$ cat config.mk
export PLATFORM = sky130hd
export DESIGN_NAME = tpsuv_fifo
export DESIGN_NICKNAME = d
export VERILOG_FILES = /design/src/rtl/tpsuv_fifo.sv
export SDC_FILE = /design/constraint.sdc
export NUM_CORES = 1
export LEC_CHECK = 0
export BUFFER_PORTS_ARGS = -buffer_cell sky130_fd_sc_hd__buf_4
export CORE_UTILIZATION = 55
export DETAILED_ROUTE_END_ITERATION = 7
export PLACE_DENSITY_LB_ADDON = 0.2
export SLEW_MARGIN = 15
export SYNTH_ARGS = -nofsm -noshare
export SYNTH_HDL_FRONTEND = slang
export SYNTH_SLANG_ARGS = --single-unit
$ cat constraint.sdc
create_clock -name clk -period 4.41 [get_ports clk]
set_input_delay 0.6615 -clock clk [delete_from_list [all_inputs] [get_ports clk]]
set_output_delay 0.6615 -clock clk [all_outputs]
set_load 0.05 [all_outputs]
$ cat src/rtl/tpsuv_fifo.sv
`timescale 1ns / 1ps
`default_nettype none

// Small first-in first-out queue; the writer never overfills it.
module tpsuv_fifo
#(
    parameter int WIDTH = 8,
    parameter int DEPTH = 8
)
(
    input  wire logic             clk,
    input  wire logic             rst_n,
    input  wire logic             push,
    input  wire logic [WIDTH-1:0] wdata,
    input  wire logic             pop,
    output logic [WIDTH-1:0]      rdata,
    output logic                  empty
);

    localparam int AW = $clog2(DEPTH);
    localparam int CW = $clog2(DEPTH + 1);

    logic [WIDTH-1:0] mem_reg [DEPTH];
    logic [AW-1:0]    wptr_reg;
    logic [AW-1:0]    rptr_reg;
    logic [CW-1:0]    cnt_reg;

    always_ff @(posedge clk or negedge rst_n)
    begin
        if (!rst_n)
        begin
            wptr_reg <= '0;
            rptr_reg <= '0;
            cnt_reg  <= '0;
        end
        else
        begin
            if (push)
            begin
                wptr_reg <= (wptr_reg == AW'(DEPTH - 1)) ? '0 : wptr_reg + 1'b1;
            end
            if (pop)
            begin
                rptr_reg <= (rptr_reg == AW'(DEPTH - 1)) ? '0 : rptr_reg + 1'b1;
            end
            if (push && !pop)
            begin
                cnt_reg <= cnt_reg + 1'b1;
            end
            else if (!push && pop)
            begin
                cnt_reg <= cnt_reg - 1'b1;
            end
        end
    end

    always_ff @(posedge clk)
    begin
        if (push)
        begin
            mem_reg[wptr_reg] <= wdata;
        end
    end

    assign rdata = mem_reg[rptr_reg];
    assign empty = (cnt_reg == '0);

endmodule

`default_nettype wire

==> impl_results.md <==
- First-pass GRT wire length: about 8300 µm
- Combinational fraction of design power: 0.365
- Peak supply drop: just over 0.4 mV
- Share of cells above drive strength 1: 0.295
- Area grow syn2layout: 12.6%
- Routed WL per cell: approximately 19 µm
- Setup bufs post-CTS: 0
- CP Capture Type: output pin
- Slowest cell on crit path: dfrtp_1
- Slowest stage delay, CP: 1000 ps
- Clock share of power: 0.200
- Max reg flops: between 60 and 70
- Max_slew headroom: 0.341
- Fmax: 0.318 GHz
- Final Max Slew Viols: 0
- Area of the multi-input gates: slightly below 900 µm²
- Reg area: about 2200 µm²
- Final design utilization: 0.641
- Delay-heaviest family, CP: flip-flops
- Worst Hold Slack: 142 ps
- CTS max path bufs: 2
- Final Hold Fails: 0
- Initial detailed-routing violation count: 70
- HPWL Detailed: between 3000 and 4000 µm
- DRC: 0
- Net Sw Power: ~0.85 mW
- PwrDens: between 600 and 700 nW/µm²
- Setup total negative slack: 0 ps
- Worst EP arrival: 2480 ps
- Initial antenna violation count: 0
- GRT Residual Overflow: 0
- Vias in the first global route: about 1.6k
- Placed cells: between 200 and 250
- N_diodes: 0
- Clk root buf: clkbuf_8
- Unrepaired setup endpoints after global routing: false
- Clock Latency Late Sink: approximately 330 ps
- Final setup vio count: 0
- H-tree depth: 3
- CTS tree: done
- Switch share: 0.351
- Initial Util: 0.570
- Routed WL: between 5000 and 6000 µm
- CP required: 3750 ps
- 1st-pass router iterations: 4
- Tmin final: 3140 ps
- Mapped Cells: 158
- Final Non-Filler Cells: 262
- Most area-hungry cell type in the Yosys netlist: edfxtp_1
- Seq/Total Area, Yosys: 0.697
- R2R Path Start: wptr_reg[2]
- Slew @ Worst Pin: about 1000 ps
- Clock skew: around 3.8 ps
- Global placement routability congestion: roughly 0.74
- Synth top area share: 0.617
- NumNets Final: about 210
- Die footprint: 5970 µm²
- Clk slew on worst S/H paths: around 70 ps
- Resized cells post-CTS: 0
- Outcome: complete, no violations
- Library cells used by synthesis: 28
- Buf/Inv on CP: 1
- Design area: about 3500 µm²
- FF+latch count, synth: 74
- CTS sink cnt: between 70 and 80
- Leakage Power: roughly 1.3 nW
- Port buffer count: 20
- Dpl cell area: roughly 3300 µm²
- Final antenna-violating net count: 0
- Power share of the sequential group: 0.435
- Crit path launch type: register
- Yosys warns: 0
- Hold Buf Count CTS: 0
- Pint: between 1.5 and 2 mW
- Core area: about 5500 µm²
- Synthesized area: 3120 µm²
- Synth area leaders: edfxtp_1, dfrtp_1, mux4_1
- Mean Syn Cell Area: slightly below 20 µm²
- Die width: 77.3 µm
- Total CTS buffers: 9
- Fin crit share: 0.713
- Die span in y: between 70 and 80 µm
- Maximum Capacitance Violations: 0
- Vias: 1506
- Critical path origin: rptr_reg[0]
- Top Ports: 21
- Overall Global Routing Usage: 0.197
- Crit path cell chain: mux4_1, mux2_4, buf_4
- # fillers: about 400
- Hold Crit Class: primary input to async pin
- Largest net degree at the start of global routing: 20
- CP max FO: 19
- Syn_nets: around 180
- Rows: 27
- Via density: about 5.7
- Critical path class: register to output pin
synth_stat cells:
| cell type | instances |
|---|---|
| nor3_1 | 3 |
| or3_1 | 1 |
| mux4_2 | 8 |
| or4_1 | 1 |
| nand3_1 | 2 |
| xnor2_1 | 2 |
| a2111o_1 | 1 |
| nand2_1 | 5 |
| o21ai_0 | 3 |
| mux2i_1 | 1 |
| mux2_4 | 8 |
| buf_6 | 1 |
| inv_1 | 4 |
| ha_1 | 7 |
| nor2_1 | 8 |
| buf_12 | 1 |
| dfrtp_1 | 10 |
| buf_2 | 1 |
| nand2b_1 | 2 |
| mux4_1 | 8 |
| nand3b_1 | 3 |
| edfxtp_1 | 64 |
| fa_1 | 1 |
| clkbuf_1 | 3 |
| nor4_1 | 1 |
| o211ai_1 | 2 |
| mux2_2 | 5 |
| a21oi_1 | 2 |
final timing paths:
path                                  to  slack, ps  cells after the start
min in group clk              cnt_reg[2]        530                      2
hold / removal                cnt_reg[2]        140                      1
setup reg to reg           mem_reg[0][6]       2510                      3
hold reg to reg               cnt_reg[2]        530                      2
setup / recovery                rdata[4]       1270                      3
max in group asynchronous    rptr_reg[1]       4120                      1
per-stage QoR:
step / power (mW) / setup slack, ps
floorplan: 1.76 / 1760
global placement: 1.93 / 1620
detailed placement: 1.97 / 1580
CTS: 2.46 / 1210
global route: 2.55 / 1130
finish: 2.43 / 1270
per-layer routing:
metal	global-route usage	part of all wire
met3	0.0381	0.033
met4	0.111	0.027
met2	0.326	0.52
met5	0	0
met1	0.244	0.42
layout by cell type (no fill, tap or decap):
cell type / count
clkinvlp_4: 2
nor4_1: 1
clkinv_2: 1
fa_1: 1
clkbuf_1: 1
nand2b_1: 2
a21oi_1: 2
nor3_1: 3
a2111o_1: 1
o21ai_0: 3
mux4_2: 8
clkinv_1: 2
nand3b_1: 3
inv_1: 4
mux4_1: 8
mux2i_1: 1
or4_1: 1
bufinv_16: 1
xnor2_1: 2
mux2_4: 8
clkbuf_8: 9
or3_1: 1
mux2_2: 5
o211ai_1: 2
dfrtp_1: 10
buf_4: 22
nand3_1: 2
nor2_1: 8
edfxtp_1: 64
ha_1: 7
nand2_1: 5
logic make-up after synthesis:
group | share of synthesized area
compound gates | 0.0165
xor+xnor | 0.00562
fa+ha+maj | 0.0345
buf+inv | 0.0201
flops | 0.697
mux | 0.185
simple gates | 0.0414
area by class of cell:
cell class | count | share of cell area
Clock inverter | 6 | 0.0164
Timing Repair Buffer | 22 | 0.0471
Sequential cell | 74 | 0.619
Clock buffer | 10 | 0.0364
Inverter | 4 | 0.00428
Tap cell | 72 | 0.0257
Multi-Input combinational cell | 74 | 0.251
power by group through the flow:
stage                     Combinational, mW  Sequential [mW]  Clock (mW)
after floorplan                       0.802            0.960           0
after global placement                0.866             1.06           0
after detailed placement              0.896             1.08           0
after CTS                             0.897             1.06       0.501
after global routing                  0.945             1.08       0.524
final                                 0.888             1.06       0.487
No activity file was read; power rests on OpenSTA's default activity.
